<file path="config.mk">
export PLATFORM = sky130hd
export DESIGN_NAME = avcsps_bitstep
export DESIGN_NICKNAME = d
export VERILOG_FILES = /design/src/design/avcsps_pkg.sv /design/src/design/avcsps_bitstep.sv
export SDC_FILE = /design/constraint.sdc
export NUM_CORES = 1
export LEC_CHECK = 0
export BUFFER_PORTS_ARGS = -buffer_cell sky130_fd_sc_hd__buf_4
export CORE_ASPECT_RATIO = 0.75
export CORE_UTILIZATION = 60
export DETAILED_ROUTE_END_ITERATION = 10
export PLACE_DENSITY = 0.89
export SLEW_MARGIN = 20
export SYNTH_ARGS = -nofsm -noshare
export SYNTH_HDL_FRONTEND = slang
export SYNTH_SLANG_ARGS = --single-unit
</file>
<file path="constraint.sdc">
create_clock -name vclk -period 17.25
set_input_delay 3.45 -clock vclk [all_inputs]
set_output_delay 3.45 -clock vclk [all_outputs]
set_load 0.05 [all_outputs]
</file>
<file path="src/design/avcsps_pkg.sv">
// avcsps_pkg: types and phase codes for the sps header parser
// no dependencies
package avcsps_pkg;
	localparam int PhW = 6;
	localparam logic [PhW-1:0] PH_SKIP = 6'd0, PH_PROFILE = 6'd1, PH_CONSTR = 6'd2,
		PH_LEVEL = 6'd3, PH_SPSID = 6'd4, PH_CHROMA = 6'd5, PH_SEPCOL = 6'd6,
		PH_DEPTHL = 6'd7, PH_DEPTHC = 6'd8, PH_BYPASS = 6'd9, PH_SCALPRES = 6'd10,
		PH_SCALFLAGS = 6'd11, PH_FRAMENUM = 6'd12, PH_POCTYPE = 6'd13,
		PH_POCLSB = 6'd14, PH_DELTAZERO = 6'd15, PH_OFFNONREF = 6'd16,
		PH_OFFTB = 6'd17, PH_CYCLECNT = 6'd18, PH_CYCLEOFF = 6'd19,
		PH_MAXREF = 6'd20, PH_GAPS = 6'd21, PH_WIDTH = 6'd22, PH_HEIGHT = 6'd23,
		PH_FRAMEONLY = 6'd24, PH_MBAFF = 6'd25, PH_DIRECT = 6'd26,
		PH_CROPFLAG = 6'd27, PH_CROPL = 6'd28, PH_CROPR = 6'd29, PH_CROPT = 6'd30,
		PH_CROPB = 6'd31, PH_DONE = 6'd32;
	localparam logic [1:0] ST_OK = 2'd0, ST_TRUNC = 2'd1, ST_SCAL = 2'd2, ST_RANGE = 2'd3;
	localparam logic [3:0] SKIP_RESET = 4'd5;
	// dimension limit, sized to the 17/18 bit width and height accumulators
	localparam int DIM_BITS = 16;

	typedef struct packed {
		logic [7:0]  profile;
		logic [7:0]  level;
		logic [15:0] frame_width;
		logic [15:0] frame_height;
		logic [1:0]  status;
	} res_t;

	function automatic logic high_profile(input logic [7:0] p);
		return p == 8'd100 || p == 8'd110 || p == 8'd122 || p == 8'd244 ||
			p == 8'd44 || p == 8'd83 || p == 8'd86 || p == 8'd118;
	endfunction
endpackage

</file>
<file path="src/design/avcsps_bitstep.sv">
// avcsps_bitstep: one bit of the sps field parser
// depends on avcsps_pkg
module avcsps_bitstep import avcsps_pkg::*; #(
	parameter int MAX_GOLOMB_ZEROS = 31
) (
	input  logic [PhW-1:0] ph_i,
	input  logic [4:0]     fbc_i,
	input  logic [5:0]     gz_i,
	input  logic [31:0]    gv_i,
	input  logic [7:0]     prof_i,
	input  logic [7:0]     lev_i,
	input  logic [1:0]     chroma_i,
	input  logic [7:0]     cyc_i,
	input  logic           fonly_i,
	input  logic [16:0]    w_i,
	input  logic [17:0]    h_i,
	input  logic [1:0]     err_i,
	input  logic           b,
	output logic [PhW-1:0] ph_o,
	output logic [4:0]     fbc_o,
	output logic [5:0]     gz_o,
	output logic [31:0]    gv_o,
	output logic [7:0]     prof_o,
	output logic [7:0]     lev_o,
	output logic [1:0]     chroma_o,
	output logic [7:0]     cyc_o,
	output logic           fonly_o,
	output logic [16:0]    w_o,
	output logic [17:0]    h_o,
	output logic [1:0]     err_o,
	output logic           emit_o,
	output logic [1:0]     est_o,
	output logic           edims_o
);
	localparam logic [17:0] DimMax = 18'((64'd1 << DIM_BITS) - 64'd1);
	localparam logic [32:0] DimMax16 = 33'(DimMax >> 4);
	logic [PhW-1:0] nph;
	logic           gogo, ue_fin, failr;
	logic [31:0]    v, gvs;
	logic           cxs;
	logic [1:0]     cys;
	logic [33:0]    dsub;
	logic [17:0]    acc;

	always_comb begin
		ph_o = ph_i; fbc_o = fbc_i; gz_o = gz_i; gv_o = gv_i; prof_o = prof_i;
		lev_o = lev_i; chroma_o = chroma_i; cyc_o = cyc_i; fonly_o = fonly_i;
		w_o = w_i; h_o = h_i; err_o = err_i; emit_o = 1'b0; est_o = err_i;
		edims_o = 1'b1; nph = ph_i; gogo = 1'b0; ue_fin = 1'b0; failr = 1'b0;
		v = '0;
		// crop units are 1, 2 or 4, taken as shift amounts
		cxs = (chroma_i == 2'd1 || chroma_i == 2'd2);
		cys = ((chroma_i == 2'd1) ? 2'd1 : 2'd0) + (fonly_i ? 2'd0 : 2'd1);
		gvs = {gv_i[30:0], b};
		acc = (ph_i == PH_CROPL || ph_i == PH_CROPR) ? {1'b0, w_i} : h_i;
		dsub = '0;
		case (ph_i)
			PH_SKIP, PH_DONE: ;
			PH_PROFILE: begin
				prof_o = {prof_i[6:0], b}; fbc_o = fbc_i + 5'd1;
				if (fbc_i == 5'd7) begin nph = PH_CONSTR; gogo = 1'b1; end
			end
			PH_CONSTR: begin
				fbc_o = fbc_i + 5'd1;
				if (fbc_i == 5'd7) begin nph = PH_LEVEL; gogo = 1'b1; end
			end
			PH_LEVEL: begin
				lev_o = {lev_i[6:0], b}; fbc_o = fbc_i + 5'd1;
				if (fbc_i == 5'd7) begin nph = PH_SPSID; gogo = 1'b1; end
			end
			PH_SEPCOL: begin nph = PH_DEPTHL; gogo = 1'b1; end
			PH_BYPASS: begin nph = PH_SCALPRES; gogo = 1'b1; end
			PH_SCALPRES: begin nph = b ? PH_SCALFLAGS : PH_FRAMENUM; gogo = 1'b1; end
			PH_SCALFLAGS: begin
				if (b && err_i == ST_OK) err_o = ST_SCAL;
				fbc_o = fbc_i + 5'd1;
				if (fbc_o == ((chroma_i == 2'd3) ? 5'd12 : 5'd8)) begin
					nph = PH_FRAMENUM; gogo = 1'b1;
				end
			end
			PH_DELTAZERO: begin nph = PH_OFFNONREF; gogo = 1'b1; end
			PH_GAPS: begin nph = PH_WIDTH; gogo = 1'b1; end
			PH_FRAMEONLY: begin
				fonly_o = b;
				if (!b && h_i > (DimMax >> 1)) failr = 1'b1;
				else begin
					if (!b) h_o = {h_i[16:0], 1'b0};
					nph = b ? PH_DIRECT : PH_MBAFF; gogo = 1'b1;
				end
			end
			PH_MBAFF: begin nph = PH_DIRECT; gogo = 1'b1; end
			PH_DIRECT: begin nph = PH_CROPFLAG; gogo = 1'b1; end
			PH_CROPFLAG: begin
				if (b) begin nph = PH_CROPL; gogo = 1'b1; end
				else emit_o = 1'b1;
			end
			default: begin
				// ue(v) exp-golomb decode
				if (gv_i == '0) begin
					if (!b) begin
						if (gz_i >= 6'(MAX_GOLOMB_ZEROS)) failr = 1'b1;
						else gz_o = gz_i + 6'd1;
					end else if (gz_i == '0) begin
						ue_fin = 1'b1; v = '0;
					end else gv_o = 32'd1;
				end else begin
					gv_o = gvs; gz_o = gz_i - 6'd1;
					if (gz_i == 6'd1) begin
						ue_fin = 1'b1; v = gvs - 32'd1; gv_o = '0;
					end
				end
			end
		endcase
		if (ue_fin) begin
			gogo = 1'b1;
			case (ph_i)
				PH_SPSID: begin
					if (high_profile(prof_i)) nph = PH_CHROMA;
					else begin
						chroma_o = (prof_i == 8'd183) ? 2'd0 : 2'd1;
						nph = PH_FRAMENUM;
					end
				end
				PH_CHROMA: begin
					if (v > 32'd3) begin failr = 1'b1; gogo = 1'b0; end
					else begin
						chroma_o = v[1:0];
						nph = (v == 32'd3) ? PH_SEPCOL : PH_DEPTHL;
					end
				end
				PH_DEPTHL: nph = PH_DEPTHC;
				PH_DEPTHC: nph = PH_BYPASS;
				PH_FRAMENUM: nph = PH_POCTYPE;
				PH_POCTYPE: nph = (v == 32'd0) ? PH_POCLSB :
					((v == 32'd1) ? PH_DELTAZERO : PH_MAXREF);
				PH_POCLSB: nph = PH_MAXREF;
				PH_OFFNONREF: nph = PH_OFFTB;
				PH_OFFTB: nph = PH_CYCLECNT;
				PH_CYCLECNT: begin
					if (v > 32'd255) begin failr = 1'b1; gogo = 1'b0; end
					else begin
						cyc_o = v[7:0];
						nph = (v == 32'd0) ? PH_MAXREF : PH_CYCLEOFF;
					end
				end
				PH_CYCLEOFF: begin
					cyc_o = cyc_i - 8'd1;
					nph = (cyc_o == 8'd0) ? PH_MAXREF : PH_CYCLEOFF;
				end
				PH_MAXREF: nph = PH_GAPS;
				PH_WIDTH, PH_HEIGHT: begin
					if ({1'b0, v} + 33'd1 > DimMax16) begin failr = 1'b1; gogo = 1'b0; end
					else if (ph_i == PH_WIDTH) begin
						w_o = 17'({v[15:0] + 16'd1, 4'd0}); nph = PH_HEIGHT;
					end else begin
						h_o = 18'({v[15:0] + 16'd1, 4'd0}); nph = PH_FRAMEONLY;
					end
				end
				PH_CROPL, PH_CROPR, PH_CROPT, PH_CROPB: begin
					dsub = (ph_i == PH_CROPL || ph_i == PH_CROPR) ?
						({2'b0, v} << cxs) : ({2'b0, v} << cys);
					if (dsub > {16'b0, acc}) begin failr = 1'b1; gogo = 1'b0; end
					else begin
						if (ph_i == PH_CROPL || ph_i == PH_CROPR) w_o = w_i - dsub[16:0];
						else h_o = h_i - dsub[17:0];
						if (ph_i == PH_CROPB) begin emit_o = 1'b1; gogo = 1'b0; end
						else nph = ph_i + 6'd1;
					end
				end
				default: nph = PH_DONE;
			endcase
		end
		if (gogo) begin ph_o = nph; fbc_o = '0; gz_o = '0; gv_o = '0; end
		if (failr) begin
			err_o = ST_RANGE; emit_o = 1'b1; est_o = ST_RANGE; edims_o = 1'b0;
		end else est_o = err_o;
		if (emit_o) ph_o = PH_DONE;
	end
endmodule

</file>
Word-level counts from Yosys, hierarchy flattened
Index checks and enable logic that the tools add are counted.
{"block": "classes", "addsub": 11, "n_lt_le_gt_ge": 6, "eq_ne": 49, "n_shift": 2, "muxes": 111, "reduce_logical": 25}
{"op": "$mux W32", "count": 9}
{"op": "$mux W18", "count": 9}
{"op": "$mux W6", "count": 19}
{"op": "$eq A6 B5 Y1 const B", "count": 16}
{"op": "$mux W17", "count": 5}
{"op": "$pmux W6 S14", "count": 1}
{"op": "$pmux W6 S13", "count": 1}
{"op": "$logic_not A32 Y1", "count": 2}
{"op": "$eq A6 B4 Y1 const B", "count": 8}
{"op": "$eq A8 B7 Y1 const B", "count": 6}
{"op": "$mux W1", "count": 37}
{"op": "$pmux W18 S2", "count": 1}
{"op": "$gt A34 B18 Y1", "count": 1}
{"op": "$mux W34", "count": 1}
{"op": "$pmux W17 S2", "count": 1}
{"op": "$shl A32 B1 Y34", "count": 1}
{"op": "$shl A32 B2 Y34", "count": 1}
{"op": "$add A32 B1 Y33 const B", "count": 1}
{"op": "$gt A33 B12 Y1 const B", "count": 1}
{"op": "$eq A32 B1 Y1 const B", "count": 1}
{"op": "$eq A32 B2 Y1 const B", "count": 1}
{"op": "$gt A32 B2 Y1 const B", "count": 1}
{"op": "$gt A32 B8 Y1 const B", "count": 1}
{"op": "$mux W8", "count": 4}
{"op": "other kinds (42)", "count": 75}
{"block": "totals", "reg_bits": 0, "in_bits": 114, "output_inout_bits": 117}

Logic depth before layout (Yosys ltp)
Gate-level depths: netlist of the first run.
{"block": "depth", "depth_word": 13, "ltp_mapped": 30, "depth_no_buf": 25}

Worst setup path after synthesis of the first run
No wires, ideal clock.
{"block": "synth_path", "path_type": "input-to-output", "start": "input gv_i[11]", "end": "output est_o[1]", "arrival_ns": 10.184, "required_ns": 13.800, "slack_ns": 3.616, "cell_stages": 28, "n_path_buf": 6, "cell_sequence": "buf_6 or4_4 buf_6 or3_1 buf_2 or4_1 clkbuf_1 nand3_2 clkbuf_1 nor2_1 inv_1 nor2_1 a21oi_1 o21a_1 inv_1 ha_1 a21o_1 a21o_1 a211oi_1 o21ai_0 a21oi_1 a41o_1 o221ai_2 o21ai_0 and3_1 a311o_1 o311ai_0 buf_4"}
{"block": "synth_between", "elab_chain_cells": 11, "elab_cells_between_ends": 24, "cone_classes": "add/sub (2); order compare (4); shift (2); mux (15); reduce/logical (1)"}
{"item": "start, declared", "line": "avcsps_bitstep.sv:9", "rtl": "input logic [31:0] gv_i,"}
{"item": "branches (longest 9 deep; another with $add A32 B1 Y33)"}
{"item": "$mux W1 *", "line": "avcsps_bitstep.sv:114", "rtl": "if (ue_fin) begin"}
{"item": "$mux W2 *"}
{"item": "end, declared", "line": "avcsps_bitstep.sv:32", "rtl": "output logic [1:0] est_o,"}
Every way passes the cells marked *.

Worst setup path in the final report of the first run
{"block": "layout_path", "start": "input ph_i[0]", "end": "output ph_o[0]"}
{"block": "layout_between", "elab_chain_cells": 11, "elab_cells_between_ends": 97, "cone_classes": "add/sub (2); order compare (4); eq/ne (34); shift (2); mux (46); reduce/logical (9)"}
{"item": "start, declared", "line": "avcsps_bitstep.sv:6", "rtl": "input logic [PhW-1:0] ph_i,"}
{"item": "branches (longest 10 deep; another with $add A32 B1 Y33)"}
{"item": "$mux W6 *", "line": "avcsps_bitstep.sv:177", "rtl": "if (emit_o) ph_o = PH_DONE;"}
{"item": "end, declared", "line": "avcsps_bitstep.sv:19", "rtl": "output logic [PhW-1:0] ph_o,"}
Marked as above.

==> results of run 1 <==
[per-stage QoR]
step	instances	total power, uW	utilization [%]	worst slack, ns
after floorplan	1434	213	-	3.62
after global placement	1775	303	73.9	3.32
after detailed placement	1775	308	73.9	3.15
after CTS	1775	309	73.9	3.13
after global routing	1776	333	74.0	2.57
final	1776	316	74.0	3.02
[area by class of cell]
cell class / count / area share, %
Timing Repair Buffer: 242 / 16.7
Tap cell: 200 / 2.30
Inverter: 75 / 2.59
Multi-Input combinational cell: 1259 / 78.4
[power groups by stage]
stage               Sequential, uW  Combinational [uW]  Clock, uW
global placement                 0                 303          0
finish                           0                 316          0
CTS                              0                 309          0
global route                     0                 333          0
detailed placement               0                 308          0
floorplan                        0                 213          0
[path summary, 6_finish.rpt]
| kind | from | end | slack (ns) | depth (start not counted) |
|---|---|---|---|---|
| worst max-delay path | ph_i[0] | ph_o[0] | 3.02 | 20 |
| worst min-delay path | lev_i[7] | lev_o[7] | 7.29 | 3 |
[cells by family after synthesis]
group	Yosys count
muxes	65
adders and majority gates	71
buffers and inverters	175
AOI/OAI and AO/OA	435
xor gates and xnor gates	94
and+or+nand+nor	594
[cell usage in the layout (no fill, tap or decap), types with 15 or more instances in the layout]
cell	instances
nor2_1	159
a21o_1	22
o211ai_1	27
nand3_1	54
nand2_1	141
a21oi_1	77
o21ai_0	96
a31oi_1	15
or4_1	15
xnor2_1	56
mux2_2	22
inv_1	75
a22oi_1	39
o221ai_1	18
nor4_1	23
nand4_1	25
and2_1	15
buf_4	242
ha_1	69
mux2i_1	37
nor3_1	44
xor2_1	38
[worst max-delay path, stage by stage]
cell and delay [ns]:
buf_4 0.13, inv_1 0.07, ha_1 0.42, or3_1 0.48, a21oi_1 0.20, o311a_1 0.57, nand3_2 0.47, nor2_1 0.48
ha_1 0.36, nand2_1 0.11, nor4_1 0.75, and2_1 0.25, nand3_1 0.25, o41ai_2 0.51, nand4bb_4 0.15, a211oi_4 0.44
a41o_2 0.88, o211ai_1 0.28, o221a_2 0.30, buf_4 0.19
[per-layer routing]
layer | global-route usage, % | vias up | wire [um]
li1 | - | 5663 | -
met1 | 58.7 | 5673 | 14800
met2 | 64.7 | 985 | 14800
met3 | 11.8 | 107 | 5510
met4 | 10.5 | 0 | 886
met5 | 0 | - | 0
==> run metrics, run 1 <==
Synth Area in XOR/XNOR=between 8 and 9%; combinational fraction of design power=100.0%; crit-path max FO=53; final setup fails=0; GP Congestion=1.04; area of the multi-input gates=0.00852 sq mm; Mapped Area=just over 0.009 sq mm; number of I/O pins=231; number of DRC markers in iteration 0=~1.8k; Synth area leaders=ha_1 (9.4%), nor2_1 (6.7%), nand2_1 (5.8%), xnor2_1 (5.3%), o21ai_0 (5.2%); critical path class=in -> out; Die ar.=between 0.015 and 0.02 sq mm; Seq pwr share=0%; cts hold-fix bufs=0; Internal Power=roughly 110 uW; RSZ-0062 raised after global routing=no; vias in the first global route=approximately 11k; # DRC=0; sequential area share after synthesis=0%; Post-synth top cells=nor2_1 (163), nand2_1 (141), o21ai_0 (96); Max-Cap Viols=0; Tcrit/Tclk final=between 80 and 90%; power density of the placed cells=between 20 and 30 mW/mm^2; fin area=between 0.01 and 0.015 sq mm; setup bufs post-CTS=0; Max Freq=~70 MHz; Yosys warning total=0; routed len/inst=20.2 um; Pre-antenna DRT Iters=6; Post-DP HPWL=between 20000 and 30000 um; pin count of the biggest net entering global routing=54; Clk network pwr share=0%; initial antenna violation count=1; synthesized instance count=about 1.4k; num sequential=0; post-synthesis mux area share=7.67%; first-pass GRT wire length=around 56000 um; Initial Util=between 60% and 70%; fraction of layout cells with a size suffix above 1=between 20% and 30%; final hold vios=0; Sw Pwr=210 uW; CLK BUF=0; gr ovfl total=0; Antenna Cells=0; Worst setup SP type=input port; Storage cell area=0 sq um; slew at the pin closest to its max-slew limit=about 1.1 ns; all-layer global routing usage=about 43%; WHS=approximately 7.3 ns; Rows=38; total negative slack=0 ns; leading area contributor after synthesis=ha_1; simple-gate share of the synthesized area=between 30% and 40%; status=finished, final reports clean; Fillers=1310; relative slew slack=about a quarter; most common cell in the synthesized netlist=nor2_1; Avg Cell Area, Syn=~6.4 sq um; post-synthesis compound-gate area fraction=about a third; crit end category=primary output; largest family of logic cells by synthesized area=simple AND/OR/NAND/NOR gates; Area Growth Syn to Fin=18.3%; switching share of power=around two thirds; Buffers on Ports=between 200 and 250; Max VDD drop=37.6 uV; nets@finish=1763; Post-Synth Adder-Cell Area=between 9 and 10%; Placed Instance Area=~0.011 sq mm; Detailed Route WL=approximately 36000 um; post-CTS sizing=0; HP Class=in -> out; Die Wd=approximately 140 um; Syn Nets=1619; minimum clock period=roughly 14 ns; vias per cell=around 7; Static Leak=~0.0044 uW; Crit path arrival time=10.78 ns; Yosys cell types=95; die height=between 100 and 150 um; Core Region=around 0.015 sq mm; fin. max-slew vios=0; DRT antenna net count=0; area fraction of the dominant cell type after synthesis=9.39%; CP Data Required Time=around 14 ns; via count=roughly 12k
Power figures use the tool's default switching activity.
==> run 2, diff against run 1 <==
- CORE_UTILIZATION: 60 -> 57
- PLACE_DENSITY: 0.89 -> 0.85
- clock period: 17.25 -> 13.15 ns (I/O delays scaled with it)
==> run metrics, run 2 (synthesis gave the netlist of run 1 again) <==
status=finished, final reports clean; Detailed Route WL=36100 um (+0.45%); setup ws final=1.06 ns (-1.96 ns); num sequential=0 (unchanged); GP Congestion=1.00 (-3.7%); most frequent cells in the layout=buf_4 (249), nor2_1 (160), nand2_1 (141); Max VDD drop=40.8 uV (+8.6%); Buffers on Ports=231 (unchanged); Crit path arrival time=9.46 ns (-1.32 ns); all-layer global routing usage=41.4% (-1.1 points); post-CTS sizing=0 (unchanged); nets@finish=1770 (+0.40%); commonest non-fill, non-tap cell in the layout=buf_4; Max Freq=about 83 MHz; final setup fails=0 (unchanged); first-pass GRT wire length=56400 um (+1.5%); initial antenna violation count=0 (-1); gr ovfl total=0 (unchanged); combinational fraction of design power=100.0% (about the same); routed len/inst=20.2 um (-0.22%); Worst setup SP type=input port; DRT antenna net count=0 (unchanged); fraction of layout cells with a size suffix above 1=20.7% (+0.29 points); total negative slack=0 ns (unchanged); CLK BUF=0 (unchanged); cts hold-fix bufs=0 (unchanged); Die ar.=0.0166 sq mm (+5.2%); Internal Power=140 uW (+32%); Initial Util=59.4% (-3.1 points); Pre-antenna DRT Iters=8 (+2); Core Region=0.0155 sq mm (+5.3%); vias per cell=6.85 (-2.2%); crit-path max FO=19 (-64%); power density of the placed cells=37.9 mW/mm^2 (+30%); via count=12.2k (-1.5%); HP Class=in -> out; Area Growth Syn to Fin=18.9%; switching share of power=66.1% (-0.20 points); minimum clock period=about 12 ns; number of DRC markers in iteration 0=1433 (-20%); Tcrit/Tclk final=between 90% and 100%; # DRC=0 (unchanged); CP Data Required Time=10.52 ns (-3.28 ns); Storage cell area=0 sq um (unchanged); pin count of the biggest net entering global routing=44 (-19%); fin. max-slew vios=0 (unchanged); Antenna Cells=0 (unchanged); RSZ-0062 raised after global routing=no; Post-DP HPWL=28400 um (+0.69%); Static Leak=0.00448 uW (+0.77%); relative slew slack=24.6% (-1.5 points); setup bufs post-CTS=0 (unchanged); critical path class=in -> out; die height=112 um (+2.6%); Seq pwr share=0% (unchanged); Die Wd=149 um (+2.6%); DP Worst Slack=1.31 ns (-1.84 ns); slew at the pin closest to its max-slew limit=1.13 ns (+0.0219 ns); crit end category=primary output; Worst Setup SP=ph_i[0]; final hold vios=0 (unchanged); vias in the first global route=10.6k (-0.95%); Sw Pwr=274 uW (+30%); Clk network pwr share=0% (unchanged); number of I/O pins=231 (unchanged); Max-Cap Viols=0 (unchanged); crit path capture=w_o[16]; Rows=39 (+2.6%)
run 2: cell count changes in the layout (fill, tap and decap cells not counted), sizes merged:
cell	change
buf	+7
run 2: power groups by stage:
| stage | clock network [uW] | logic [uW] | registers [uW] |
|---|---|---|---|
| floorplan | 0 | 280 | 0 |
| global placement | 0 | 399 | 0 |
| detailed placement | 0 | 404 | 0 |
| CTS | 0 | 405 | 0 |
| global route | 0 | 439 | 0 |
| finish | 0 | 414 | 0 |
run 2: how the worst min path moves through the flow:
stage,endpoint,start,slack (ns),depth (start not counted)
global placement,fonly_o,fonly_i,5.63,4
detailed placement,fonly_o,fonly_i,5.64,4
finish,fonly_o,fonly_i,5.64,4
CTS,fonly_o,fonly_i,5.64,4
global route,lev_o[7],lev_i[7],5.66,3
floorplan,fbc_o[0],fbc_i[0],5.54,2
run 2: metal layers:
layer  up-vias  part of all wire, %  GRT usage [%]
met5         -                    0              0
met4         0                  2.4           9.83
met3        90                   14           11.5
met2       867                   41           60.3
met1      5624                   43           59.3
li1       5660                    -              -
run 2: worst max-delay path, cell delays in order:
cell	delay, ns
buf_4	0.14
inv_1	0.07
ha_1	0.19
buf_4	0.20
or3_1	0.39
a21oi_1	0.19
o311a_1	0.64
nand3_2	0.18
nor2_1	0.39
inv_1	0.17
nor2_1	0.13
a21oi_1	0.07
or2_2	0.41
fa_1	0.45
a21o_1	0.18
a21oi_1	0.22
o21bai_1	0.13
a211oi_1	0.43
o31ai_1	0.24
o41a_1	0.39
and4_1	0.23
o31ai_1	0.26
nor2b_1	0.19
xnor2_1	0.12
or4_1	0.41
o211ai_1	0.13
buf_4	0.24
run 2: metrics by stage:
step	power (uW)	instance area (sq um)	hold slack, ns	cells	utilization, %
2_1_floorplan	280	9190	5.54	1434	-
3_3_place_gp	399	10900	5.63	1788	70.6
3_5_place_dp	404	10900	5.64	1788	70.6
4_1_cts	405	10900	5.64	1788	70.6
5_1_grt	439	10900	5.66	1788	70.6
6_report	414	10900	5.64	1788	70.6
run 2: layout make-up:
| cell class | instances | area, sq um |
|---|---|---|
| Multi-Input combinational cell | 1259 | 8520 |
| Fill cell | 1399 | 4540 |
| Timing Repair Buffer | 249 | 1870 |
| Inverter | 75 | 282 |
| Tap cell | 205 | 256 |
